==> config.mk <==
export PLATFORM = sky130hd
export DESIGN_NAME = preemptive_priority_scheduler_flat
export DESIGN_NICKNAME = d
export VERILOG_FILES = /design/src/rtl/pps_pkg.sv /design/src/rtl/pps_stream_if.sv /design/src/rtl/pps_ram.sv /design/src/rtl/pps_pick.sv /design/src/rtl/preemptive_priority_scheduler.sv /design/src/flat_wrapper.sv
export SDC_FILE = /design/constraint.sdc
export NUM_CORES = 1
export LEC_CHECK = 0
export ABC_CLOCK_PERIOD_IN_PS = 4100
export BUFFER_PORTS_ARGS = -buffer_cell sky130_fd_sc_hd__buf_2
export CELL_PAD_IN_SITES_DETAIL_PLACEMENT = 2
export CELL_PAD_IN_SITES_GLOBAL_PLACEMENT = 2
export CORE_MARGIN = 2
export CORE_UTILIZATION = 30
export CTS_CLUSTER_DIAMETER = 50
export CTS_CLUSTER_SIZE = 8
export DETAILED_ROUTE_END_ITERATION = 8
export PLACE_DENSITY_LB_ADDON = 0.1
export SYNTH_ARGS = -nofsm -noshare
export SYNTH_HDL_FRONTEND = slang
export SYNTH_HIERARCHICAL = 1
export SYNTH_SLANG_ARGS = --single-unit
export TNS_END_PERCENT = 20
==> constraint.sdc <==
create_clock -name i_clk -period 4.1 [get_ports i_clk]
set_input_delay 0.615 -clock i_clk [delete_from_list [all_inputs] [get_ports i_clk]]
set_output_delay 0.615 -clock i_clk [all_outputs]
set_load 0.02 [all_outputs]
==> src/rtl/pps_pkg.sv <==
// ----------------------------------------------------------------------------
// pps_pkg: shared types and constants of the preemptive priority scheduler
// Holds the request and result payloads, the ready table entry and the
// sequencer and status codes.
// ----------------------------------------------------------------------------
package pps_pkg;

    localparam int QUEUE_DEPTH_DEF = 16;
    localparam int MAX_TASKS_DEF   = 16;

    localparam logic REQ_ADMIT = 1'b0;
    localparam logic REQ_TICK  = 1'b1;

    typedef enum logic [1:0] {
        ST_ADMITTED = 2'd0,
        ST_REJECTED = 2'd1,
        ST_IDLE     = 2'd2,
        ST_RAN      = 2'd3
    } t_status;

    typedef struct packed {
        logic        req_type;
        logic [7:0]  task_id;
        logic [15:0] burst_len;
        logic [7:0]  task_priority;
    } t_req;

    typedef struct packed {
        t_status     status;
        logic [7:0]  running_id;
        logic        finished;
        logic [31:0] finish_time;
        logic [31:0] turnaround;
        logic [31:0] waiting;
    } t_res;

    typedef struct packed {
        logic [7:0]  id;
        logic [7:0]  prio;
        logic [15:0] rem;
        logic [15:0] burst;
        logic [31:0] arrival;
        logic [31:0] seq;
    } t_slot;

    localparam int SLOT_W = $bits(t_slot);

    typedef struct packed {
        logic clear;
        logic sample;
    } t_pick_ctl;

    typedef enum logic [2:0] {
        S_IDLE,
        S_SCAN,
        S_DRAIN,
        S_APPLY,
        S_FIN1,
        S_FIN2,
        S_OUT
    } t_state;

endpackage

==> src/rtl/pps_stream_if.sv <==
// ----------------------------------------------------------------------------
// pps_stream_if: valid/ready channel
// Carries one payload of type T per transfer.
// ----------------------------------------------------------------------------
interface pps_stream_if #(parameter type T = logic);
    logic valid;
    logic ready;
    T     data;

    modport source (output valid, output data, input ready);
    modport sink   (input valid, input data, output ready);
endinterface

==> src/rtl/pps_ram.sv <==
// ----------------------------------------------------------------------------
// pps_ram: generic single-write, single-read RAM
// One write port and one read port with registered read data.
// ----------------------------------------------------------------------------
module pps_ram #(
    parameter int WIDTH = 8,
    parameter int DEPTH = 16
) (
    input  logic                     i_clk,
    input  logic                     i_we,
    input  logic [$clog2(DEPTH)-1:0] i_waddr,
    input  logic [WIDTH-1:0]         i_wdata,
    input  logic [$clog2(DEPTH)-1:0] i_raddr,
    output logic [WIDTH-1:0]         o_rdata
);
    logic [WIDTH-1:0] r_mem [DEPTH];
    logic [WIDTH-1:0] r_rdata;

    always_ff @(posedge i_clk) begin
        if (i_we) begin
            r_mem[i_waddr] <= i_wdata;
        end
        r_rdata <= r_mem[i_raddr];
    end

    assign o_rdata = r_rdata;
endmodule

==> src/rtl/pps_pick.sv <==
// ----------------------------------------------------------------------------
// pps_pick: best-candidate tracker
// Compares one ready-table entry per cycle against the best so far: lower
// priority value wins, then the larger age.
// ----------------------------------------------------------------------------
module pps_pick #(
    parameter int QUEUE_DEPTH = pps_pkg::QUEUE_DEPTH_DEF
) (
    input  logic                           i_clk,
    input  logic                           i_rst_n,
    input  pps_pkg::t_pick_ctl             i_ctl,
    input  logic [$clog2(QUEUE_DEPTH)-1:0] i_idx,
    input  pps_pkg::t_slot                 i_slot,
    input  logic [31:0]                    i_icnt,
    output logic                           o_found,
    output logic [$clog2(QUEUE_DEPTH)-1:0] o_idx,
    output pps_pkg::t_slot                 o_best
);
    import pps_pkg::*;

    localparam int IDX_W = $clog2(QUEUE_DEPTH);

    logic             r_found;
    logic [IDX_W-1:0] r_idx;
    t_slot            r_best;
    logic [31:0]      r_best_age;
    logic [31:0]      age;
    logic             better;

    always_comb begin
        age    = i_icnt - i_slot.seq;
        better = !r_found || (i_slot.prio < r_best.prio) ||
                 ((i_slot.prio == r_best.prio) && (age > r_best_age));
    end

    always_ff @(posedge i_clk) begin
        if (!i_rst_n) begin
            r_found <= 1'b0;
        end else if (i_ctl.clear) begin
            r_found <= 1'b0;
        end else if (i_ctl.sample && better) begin
            r_found <= 1'b1;
        end
    end

    always_ff @(posedge i_clk) begin
        if (!i_ctl.clear && i_ctl.sample && better) begin
            r_best     <= i_slot;
            r_best_age <= age;
            r_idx      <= i_idx;
        end
    end

    assign o_found = r_found;
    assign o_idx   = r_idx;
    assign o_best  = r_best;
endmodule

==> src/rtl/preemptive_priority_scheduler.sv <==
// ----------------------------------------------------------------------------
// preemptive_priority_scheduler: unit-slice preemptive priority scheduler
// Admits tasks into a ready table and, on each tick, selects and runs the
// most urgent task, preempting the running one when strictly more urgent.
//
//   channel  dir  payload  transfer when
//   i_req    in   t_req    i_req.valid && i_req.ready
//   o_res    out  t_res    o_res.valid && o_res.ready
//
// An item steps from IDLE through SCAN over every table entry, DRAIN,
// APPLY and OUT, with FIN1 and FIN2 after APPLY on a tick that completes a task.
// The walk over the ready table, one entry per cycle through the single
// read port of the table RAM into the shared compare unit, sets the pace.
// Reset clears the control state; valid bits mark table entries.
// A result waits in the output register while the next item is taken; the
// final step of that item holds until the earlier result is transferred.
// ----------------------------------------------------------------------------
module preemptive_priority_scheduler #(
    parameter int QUEUE_DEPTH = pps_pkg::QUEUE_DEPTH_DEF,
    parameter int MAX_TASKS   = pps_pkg::MAX_TASKS_DEF
) (
    input logic          i_clk,
    input logic          i_rst_n,
    pps_stream_if.sink   i_req,
    pps_stream_if.source o_res
);
    import pps_pkg::*;

    localparam int IDX_W = $clog2(QUEUE_DEPTH);
    localparam int CNT_W = $clog2(QUEUE_DEPTH + 1);
    localparam int MT_W  = $clog2(MAX_TASKS + 1);
    localparam int TOT_W = ((MT_W > CNT_W) ? MT_W : CNT_W) + 1;
    localparam logic [IDX_W-1:0] LAST_IDX = IDX_W'(QUEUE_DEPTH - 1);

    t_state                 r_state, n_state;
    t_req                   r_req;
    logic [IDX_W-1:0]       r_idx;
    logic                   r_pipe_vld;
    logic [IDX_W-1:0]       r_pipe_idx;
    logic                   r_free_found;
    logic [IDX_W-1:0]       r_free_idx;
    logic [QUEUE_DEPTH-1:0] r_slot_valid;
    logic [CNT_W-1:0]       r_count;
    logic [31:0]            r_icnt;
    logic [31:0]            r_time;
    logic                   r_run_valid;
    logic [7:0]             r_run_id;
    logic [7:0]             r_run_prio;
    logic [15:0]            r_run_rem;
    logic [15:0]            r_run_burst;
    logic [31:0]            r_run_arrival;
    t_res                   r_res;
    logic                   r_o_vld;
    t_res                   r_o_data;

    logic                   req_xfer;
    logic                   out_load;
    t_pick_ctl              pick_ctl;
    logic [IDX_W-1:0]       ram_raddr;
    logic [SLOT_W-1:0]      ram_rdata;
    logic                   ram_we;
    logic [IDX_W-1:0]       ram_waddr;
    t_slot                  ram_wdata;
    logic                   best_found;
    logic [IDX_W-1:0]       best_idx;
    t_slot                  best;

    logic                   is_tick;
    logic                   admit_ok;
    logic                   tick_idle;
    logic                   take;
    logic [7:0]             sel_id;
    logic [7:0]             sel_prio;
    logic [15:0]            sel_rem;
    logic [15:0]            sel_burst;
    logic [31:0]            sel_arrival;
    logic [15:0]            sel_rem_dec;
    logic                   sel_fin;

    // Next state
    always_comb begin
        n_state = r_state;
        case (r_state)
            S_IDLE:  if (req_xfer) n_state = S_SCAN;
            S_SCAN:  if (r_idx == LAST_IDX) n_state = S_DRAIN;
            S_DRAIN: n_state = S_APPLY;
            S_APPLY: n_state = (is_tick && !tick_idle && sel_fin) ? S_FIN1 : S_OUT;
            S_FIN1:  n_state = S_FIN2;
            S_FIN2:  n_state = S_OUT;
            S_OUT:   if (!r_o_vld || o_res.ready) n_state = S_IDLE;
            default: n_state = S_IDLE;
        endcase
    end

    // Sequencer outputs
    always_comb begin
        i_req.ready     = 1'b0;
        pick_ctl.clear  = 1'b0;
        pick_ctl.sample = 1'b0;
        ram_raddr       = r_idx;
        out_load        = 1'b0;
        case (r_state)
            S_IDLE: begin
                i_req.ready    = 1'b1;
                pick_ctl.clear = 1'b1;
            end
            S_SCAN, S_DRAIN: begin
                pick_ctl.sample = r_pipe_vld;
            end
            S_OUT: begin
                out_load = !r_o_vld || o_res.ready;
            end
            default: begin
                pick_ctl.sample = 1'b0;
            end
        endcase
    end

    assign req_xfer = i_req.valid && (r_state == S_IDLE);
    assign is_tick  = (r_req.req_type == REQ_TICK);

    always_comb begin
        admit_ok = (r_req.burst_len != 16'd0) && (r_req.task_id != 8'd0) && r_free_found &&
                   ((TOT_W'(r_count) + TOT_W'(r_run_valid)) < TOT_W'(MAX_TASKS));
        tick_idle = !best_found && !r_run_valid;
        take      = best_found && (!r_run_valid || (best.prio < r_run_prio));
        sel_id      = take ? best.id      : r_run_id;
        sel_prio    = take ? best.prio    : r_run_prio;
        sel_rem     = take ? best.rem     : r_run_rem;
        sel_burst   = take ? best.burst   : r_run_burst;
        sel_arrival = take ? best.arrival : r_run_arrival;
        sel_rem_dec = (sel_rem != 16'd0) ? (sel_rem - 16'd1) : 16'd0;
        sel_fin     = (sel_rem_dec == 16'd0);
    end

    always_comb begin
        ram_we    = 1'b0;
        ram_waddr = r_free_idx;
        ram_wdata = '{id: r_req.task_id, prio: r_req.task_priority, rem: r_req.burst_len,
                      burst: r_req.burst_len, arrival: r_time, seq: r_icnt};
        if (r_state == S_APPLY) begin
            if (!is_tick) begin
                ram_we = admit_ok;
            end else begin
                ram_we    = take && r_run_valid;
                ram_waddr = best_idx;
                ram_wdata = '{id: r_run_id, prio: r_run_prio, rem: r_run_rem,
                              burst: r_run_burst, arrival: r_run_arrival, seq: r_icnt};
            end
        end
    end

    pps_ram #(
        .WIDTH (SLOT_W),
        .DEPTH (QUEUE_DEPTH)
    ) u_table (
        .i_clk   (i_clk),
        .i_we    (ram_we),
        .i_waddr (ram_waddr),
        .i_wdata (ram_wdata),
        .i_raddr (ram_raddr),
        .o_rdata (ram_rdata)
    );

    pps_pick #(
        .QUEUE_DEPTH (QUEUE_DEPTH)
    ) u_pick (
        .i_clk   (i_clk),
        .i_rst_n (i_rst_n),
        .i_ctl   (pick_ctl),
        .i_idx   (r_pipe_idx),
        .i_slot  (t_slot'(ram_rdata)),
        .i_icnt  (r_icnt),
        .o_found (best_found),
        .o_idx   (best_idx),
        .o_best  (best)
    );

    // Control state
    always_ff @(posedge i_clk) begin
        if (!i_rst_n) begin
            r_state       <= S_IDLE;
            r_idx         <= '0;
            r_pipe_vld    <= 1'b0;
            r_free_found  <= 1'b0;
            r_slot_valid  <= '0;
            r_count       <= '0;
            r_icnt        <= '0;
            r_time        <= '0;
            r_run_valid   <= 1'b0;
            r_run_id      <= '0;
            r_run_prio    <= '0;
            r_run_rem     <= '0;
            r_run_burst   <= '0;
            r_run_arrival <= '0;
            r_o_vld       <= 1'b0;
        end else begin
            r_state <= n_state;
            r_o_vld <= out_load || (r_o_vld && !o_res.ready);
            case (r_state)
                S_IDLE: begin
                    r_idx        <= '0;
                    r_pipe_vld   <= 1'b0;
                    r_free_found <= 1'b0;
                end
                S_SCAN: begin
                    r_pipe_vld <= r_slot_valid[r_idx] && is_tick;
                    if (!r_slot_valid[r_idx] && !r_free_found) begin
                        r_free_found <= 1'b1;
                    end
                    r_idx <= r_idx + IDX_W'(1);
                end
                S_DRAIN: begin
                    r_pipe_vld <= 1'b0;
                end
                S_APPLY: begin
                    if (!is_tick) begin
                        if (admit_ok) begin
                            r_slot_valid[r_free_idx] <= 1'b1;
                            r_count                  <= r_count + CNT_W'(1);
                            r_icnt                   <= r_icnt + 32'd1;
                        end
                    end else begin
                        r_time <= r_time + 32'd1;
                        if (!tick_idle) begin
                            if (take) begin
                                r_slot_valid[best_idx] <= r_run_valid;
                                if (r_run_valid) begin
                                    r_icnt <= r_icnt + 32'd1;
                                end else begin
                                    r_count <= r_count - CNT_W'(1);
                                end
                            end
                            r_run_valid   <= !sel_fin;
                            r_run_id      <= sel_id;
                            r_run_prio    <= sel_prio;
                            r_run_rem     <= sel_rem_dec;
                            r_run_burst   <= sel_burst;
                            r_run_arrival <= sel_arrival;
                        end
                    end
                end
                default: begin
                    r_pipe_vld <= 1'b0;
                end
            endcase
        end
    end

    // Payload registers
    always_ff @(posedge i_clk) begin
        if (req_xfer) begin
            r_req <= i_req.data;
        end
        if (r_state == S_SCAN) begin
            r_pipe_idx <= r_idx;
            if (!r_slot_valid[r_idx] && !r_free_found) begin
                r_free_idx <= r_idx;
            end
        end
        case (r_state)
            S_APPLY: begin
                if (!is_tick) begin
                    r_res <= '{status: admit_ok ? ST_ADMITTED : ST_REJECTED,
                               running_id: 8'd0, finished: 1'b0, finish_time: 32'd0,
                               turnaround: 32'd0, waiting: 32'd0};
                end else if (tick_idle) begin
                    r_res <= '{status: ST_IDLE, running_id: 8'd0, finished: 1'b0,
                               finish_time: 32'd0, turnaround: 32'd0, waiting: 32'd0};
                end else begin
                    r_res <= '{status: ST_RAN, running_id: sel_id, finished: sel_fin,
                               finish_time: 32'd0, turnaround: 32'd0, waiting: 32'd0};
                end
            end
            S_FIN1: begin
                r_res.finish_time <= r_time;
                r_res.turnaround  <= r_time - r_run_arrival;
            end
            S_FIN2: begin
                r_res.waiting <= r_res.turnaround - 32'(r_run_burst);
            end
            default: begin
                r_res <= r_res;
            end
        endcase
        if (out_load) begin
            r_o_data <= r_res;
        end
    end

    assign o_res.valid = r_o_vld;
    assign o_res.data  = r_o_data;

    a_count_matches: assert property (@(posedge i_clk) disable iff (!i_rst_n)
        $countones(r_slot_valid) == int'(r_count))
        else $error("ready count differs from valid bits");

    a_preempt_slot_valid: assert property (@(posedge i_clk) disable iff (!i_rst_n)
        (r_state == S_APPLY && is_tick && take) |-> r_slot_valid[best_idx])
        else $error("selected slot is not valid");

    a_run_remaining: assert property (@(posedge i_clk) disable iff (!i_rst_n)
        r_run_valid |-> (r_run_rem != 16'd0))
        else $error("running task has no work left");

    a_finish_is_ran: assert property (@(posedge i_clk) disable iff (!i_rst_n)
        (r_o_vld && r_o_data.finished) |-> (r_o_data.status == ST_RAN))
        else $error("completion reported without a run");

    a_admit_free: assert property (@(posedge i_clk) disable iff (!i_rst_n)
        (r_state == S_APPLY && !is_tick && admit_ok) |-> !r_slot_valid[r_free_idx])
        else $error("admit into occupied slot");
endmodule
==> src/flat_wrapper.sv <==
// flat-port wrapper written by rule: the top's interface ports become plain ports
module preemptive_priority_scheduler_flat import pps_pkg::*;
#(
    parameter int QUEUE_DEPTH = pps_pkg::QUEUE_DEPTH_DEF,
    parameter int MAX_TASKS   = pps_pkg::MAX_TASKS_DEF
)
  (i_clk, i_rst_n, i_req_valid, i_req_data, i_req_ready, o_res_valid, o_res_data, o_res_ready);
  pps_stream_if i_req_i ();
  pps_stream_if o_res_i ();
  input logic i_clk;
  input logic i_rst_n;
  input wire logic [$bits(i_req_i.valid)-1:0] i_req_valid;
  input wire logic [$bits(i_req_i.data)-1:0] i_req_data;
  output wire logic [$bits(i_req_i.ready)-1:0] i_req_ready;
  output wire logic [$bits(o_res_i.valid)-1:0] o_res_valid;
  output wire logic [$bits(o_res_i.data)-1:0] o_res_data;
  input wire logic [$bits(o_res_i.ready)-1:0] o_res_ready;
  assign i_req_i.valid = i_req_valid;
  assign i_req_i.data = i_req_data;
  assign i_req_ready = i_req_i.ready;
  assign o_res_valid = o_res_i.valid;
  assign o_res_data = o_res_i.data;
  assign o_res_i.ready = o_res_ready;
  preemptive_priority_scheduler #(.QUEUE_DEPTH(QUEUE_DEPTH), .MAX_TASKS(MAX_TASKS)) u_core (.i_clk(i_clk), .i_rst_n(i_rst_n), .i_req(i_req_i), .o_res(o_res_i));
endmodule
# == Word-level counts from Yosys, hierarchy flattened ==
# Cells that the tools add are included.
# totals
register_bits,8
inputBits,5
output_inout_bits,3
wordCells,31
# classes
add_sub_neg,1
n_eq_ne,10
mux,7
n_reduce_logical,10
# op_table
op,count
3-bit one-hot mux with 6 select lines,1
3-bit equality test (second input constant),3
3-bit two-way mux,3
4-bit one-hot mux with 2 select lines,1
3-bit by 2-bit equality test with 1-bit output (second input constant),2
2-bit by 1-bit != test with 1-bit output (second input constant),3
4-bit by 1-bit adder with 4-bit output (second input constant),1
4-bit equality test (second input constant),1
3-bit by 1-bit equality test with 1-bit output (second input constant),1
3-bit logical NOT,1
3-bit AND reduction,1
1-bit logical AND,2
1-bit logical NOT,2
1-bit logical OR,2
1-bit two-way mux,2
2-bit nonzero test,1
2-bit OR reduction,1

# == Depth between registers and ports, before layout ==
# depth
word_depth,4
depth_mapped,4
ltp_nobuf,4

# == Least setup slack after synthesis ==
# OpenSTA, ideal clock, no wires.
# synth_timing
kind,flip-flop to output port
start,register u_core.r_state[0]
end,output i_req_ready
arrival_time_ns,0.951
required_ns,3.485
slack_ns,2.534
stages_incl_launch_ff,3
n_path_buf,1
path_cell_list,dfxtp_1 > buf_2 > nor3_1
# synth_via
elab_chain_len,2
# synth_lines
element,line,source
from (decl),preemptive_priority_scheduler.sv:35,"t_state r_state, n_state;"
from (signal assigned),preemptive_priority_scheduler.sv:198,r_state <= n_state;
3-bit logical NOT,preemptive_priority_scheduler.sv:102,case (r_state)
1-bit two-way mux,--,
to (decl),flat_wrapper.sv:14,output wire logic [$bits(i_req_i.ready)-1:0] i_req_ready;
# Every way passes these cells.

# == Worst setup path after layout ==
# Same ends and word-level chain as after synthesis.

==> metrics.cfg <==
[floorplanning]
start_util_pct = 31.66
num_rows = 13
die_width_um = 40.59
die-area_um2 = 1648
coreArea_um2 = 1269
die_y_um = 40.59
io_pins = 8

[synth]
syn_inst = 47
synth-simple-area-share_pct = 28.97
syn_area_um2 = 401.6
synthFlopType = dfxtp_1
synth_compound_area_share_pct = 19.31
postSynthNetCount = 53
avgSynthCellArea_um2 = 8.545
ys_ff_latch = 8
ys_warn_count = 6
ys_types = 24
synth-edff-count = 0
synth_top_family_by_area = simple AND/OR/NAND/NOR gates
synth_xor_area_share_pct = 0
synth_adder_area_share_pct = 3.115
synthMuxAreaShare_pct = 0
seq_area_frac_synth_pct = 39.88
async_reset_ff_share_pct = 0

[power_and_ir_drop]
power_density_nw_per_um2 = 345.5
p_switching_uw = 35.75
p_int_uw = 117.7
pwr-share-seq_pct = 54.0
peakVddDrop_mv = 0.1301
p_leak_uw = 0.0001660
pwr-share-clk_pct = 38.8
combPwrFrac_pct = 7.1
swShare_pct = 23.29

[global_route]
gr-usage-all-layers_pct = 14.32
grt_max_degree = 14
gr-total-overflow = 0
antenna_found_initial = 0
grt_first_pass_wirelength_mm = 1.421
grt_pass1_vias = 345

[worst_hold_path]
hold_class = reg2reg

[clocking]
htree_levels = 1
cts_setup_buffers = 0
cts-resized-gates = 0
numCtsBuffers = 3
cts_tree = done
clk_pin_slew_ns = 0.05
cts_sinks = 8
cts_hold_buf = 0
max-clock-path-buffers = 2
ctsRootBufferMaster = clkbuf_4
clk_latency_ns = 0.25

[timing]
maxSlewViolCount = 0
finalSetupViolCount = 0
post-route-period-util_pct = 41.06
hold_viol = 0
skew_ns = 0.0001682
rsz0062_at_grt = false
tns_ns = 0
fmax_ghz = 0.5940
finalCriticalPeriod_ns = 1.683

[layout]
area_growth_pct = 10.59
nets = 60
fin_util_pct = 35.01
ff_latch_area_um2 = 160.2
diodes = 0
drive_gt1_share_pct = 23.08
final.fill_count = 154
multi_input_area_um2 = 210.2

[placed_design]
gp_congestion = 0.6208
hpwl_um = 702.3
io_buffer_count = 5

[critical_path]
slowest_stage = dfxtp_1
crit_path_max_fanout = 13
arrival_ns = 1.07
cp-end-kind = output port
start_kind = flop
crit_type = reg2out
crit_chain = nor3_1 -> buf_2
reg2reg_setup_slack_ns = 2.65
worst_ep_required_time_ns = 3.48
critPathMaxStageDelay_ns = 0.42

[detailed_routing]
via_per_inst = 5.343
drc_errors = 0
postRouteWirelength_um = 949
drt_iter0_drc = 0
ant_nets = 0
post_drt_wl_per_cell_um = 14.16
drt_pass1_iterations = 1
vias = 358

[run]
maxCapViolCount = 0

[run_status]
status = finished, final reports clean

## stage by stage
stage	power (µW)	setup slack [ns]	area, µm²	hold slack, ns	instances
after floorplan	92.06	2.534	401.6	0.4488	47
after global placement	94.43	2.449	421.7	0.4626	64
after detailed placement	95.71	2.421	421.7	0.4721	64
after CTS	157.4	2.390	444.2	0.4800	67
after global routing	161.8	2.332	444.2	0.5141	67
final	153.5	2.417	444.2	0.4759	67
## final timing paths
check,startpoint,to,cells after the start
worst max register to register,u_core/r_state[0]$_SDFFE_PN0P_,u_core/r_state[1]$_SDFFE_PN0P_,3
worst max-delay path,u_core/r_state[0]$_SDFFE_PN0P_,i_req_ready,2
worst min-delay path,u_core/r_idx[1]$_SDFFE_PN0P_,u_core/r_idx[1]$_SDFFE_PN0P_,2
worst min register to register,u_core/r_idx[1]$_SDFFE_PN0P_,u_core/r_idx[1]$_SDFFE_PN0P_,2
## kinds of logic (layout without fill, tap and decap cells)
group | after synthesis | in the layout
AND/OR/NAND/NOR | 19 | 19
adder cells (fa/ha/maj) | 1 | 1
other | 1 | 1
buffers and inverters | 5 | 10
flip-flops | 8 | 8
AO/OA/AOI/OAI | 13 | 13
## registers in the layout (all words and copies together), names as in the netlist
| signal | cells |
|---|---|
| u_core/r_state | 3 |
| u_core/o_res.valid | 1 |
| u_core/r_idx | 4 |
## layer usage
metal	vias to the layer above	GRT usage [%]	wire length, µm
li1	180	-	-
met1	172	14.80	419
met2	4	23.81	491
met3	2	3.333	29
met4	0	12.50	8
met5	-	0	0
## cell usage in the layout, fill, tap and decap left out, drive strengths merged
master / synthesis / routed
o21ai: 3 / 3
inv: 2 / 2
or2: 1 / 1
nor2b: 1 / 1
buf: 3 / 5
nand2b: 1 / 1
a31oi: 1 / 1
nand3b: 2 / 2
nand4b: 1 / 1
a211oi: 2 / 2
nor2: 1 / 1
a21oi: 6 / 6
or4b: 1 / 1
conb: 1 / 1
nor3: 1 / 1
clkbuf: 0 / 3
nand2: 3 / 3
and3: 1 / 1
a41o: 1 / 1
nand3: 5 / 5
ha: 1 / 1
dfxtp: 8 / 8
or3b: 1 / 1
## worst max-delay path: cells and delay by family, from the launching register on
| family | cells | cell delay, ns |
|---|---|---|
| flops | 1 | 0.42 |
| simple gates | 1 | 0.21 |
| buf+inv | 1 | 0.19 |
## synthesized netlist by cell type (all sizes together) (2+ instances only)
| cell type | count | share of area [%] |
|---|---|---|
| buf | 3 | 5.9 |
| nand3b | 2 | 3.7 |
| dfxtp | 8 | 40 |
| o21ai | 3 | 3.7 |
| nand2 | 3 | 2.8 |
| a21oi | 6 | 7.5 |
| nand3 | 5 | 6.2 |
| a211oi | 2 | 3.7 |
| inv | 2 | 1.9 |
## power by group through the flow
stage	clock (µW)	sequential, µW	combinational, µW
after floorplan	0	82.1	10.0
after detailed placement	0	84.8	10.9
after global placement	0	84.2	10.2
after global routing	66.1	83.4	12.3
final	59.6	82.9	11.0
after CTS	63.2	83.1	11.1
## cell type report
type                            count  area share, %
Clock buffer                        3          5.070
Inverter                            2          1.690
Multi-Input combinational cell     34          47.32
Sequential cell                     8          36.06
Tap cell                           15          4.225
Timing Repair Buffer                5          5.634
Note: power is estimated with default switching activity, not from simulation.
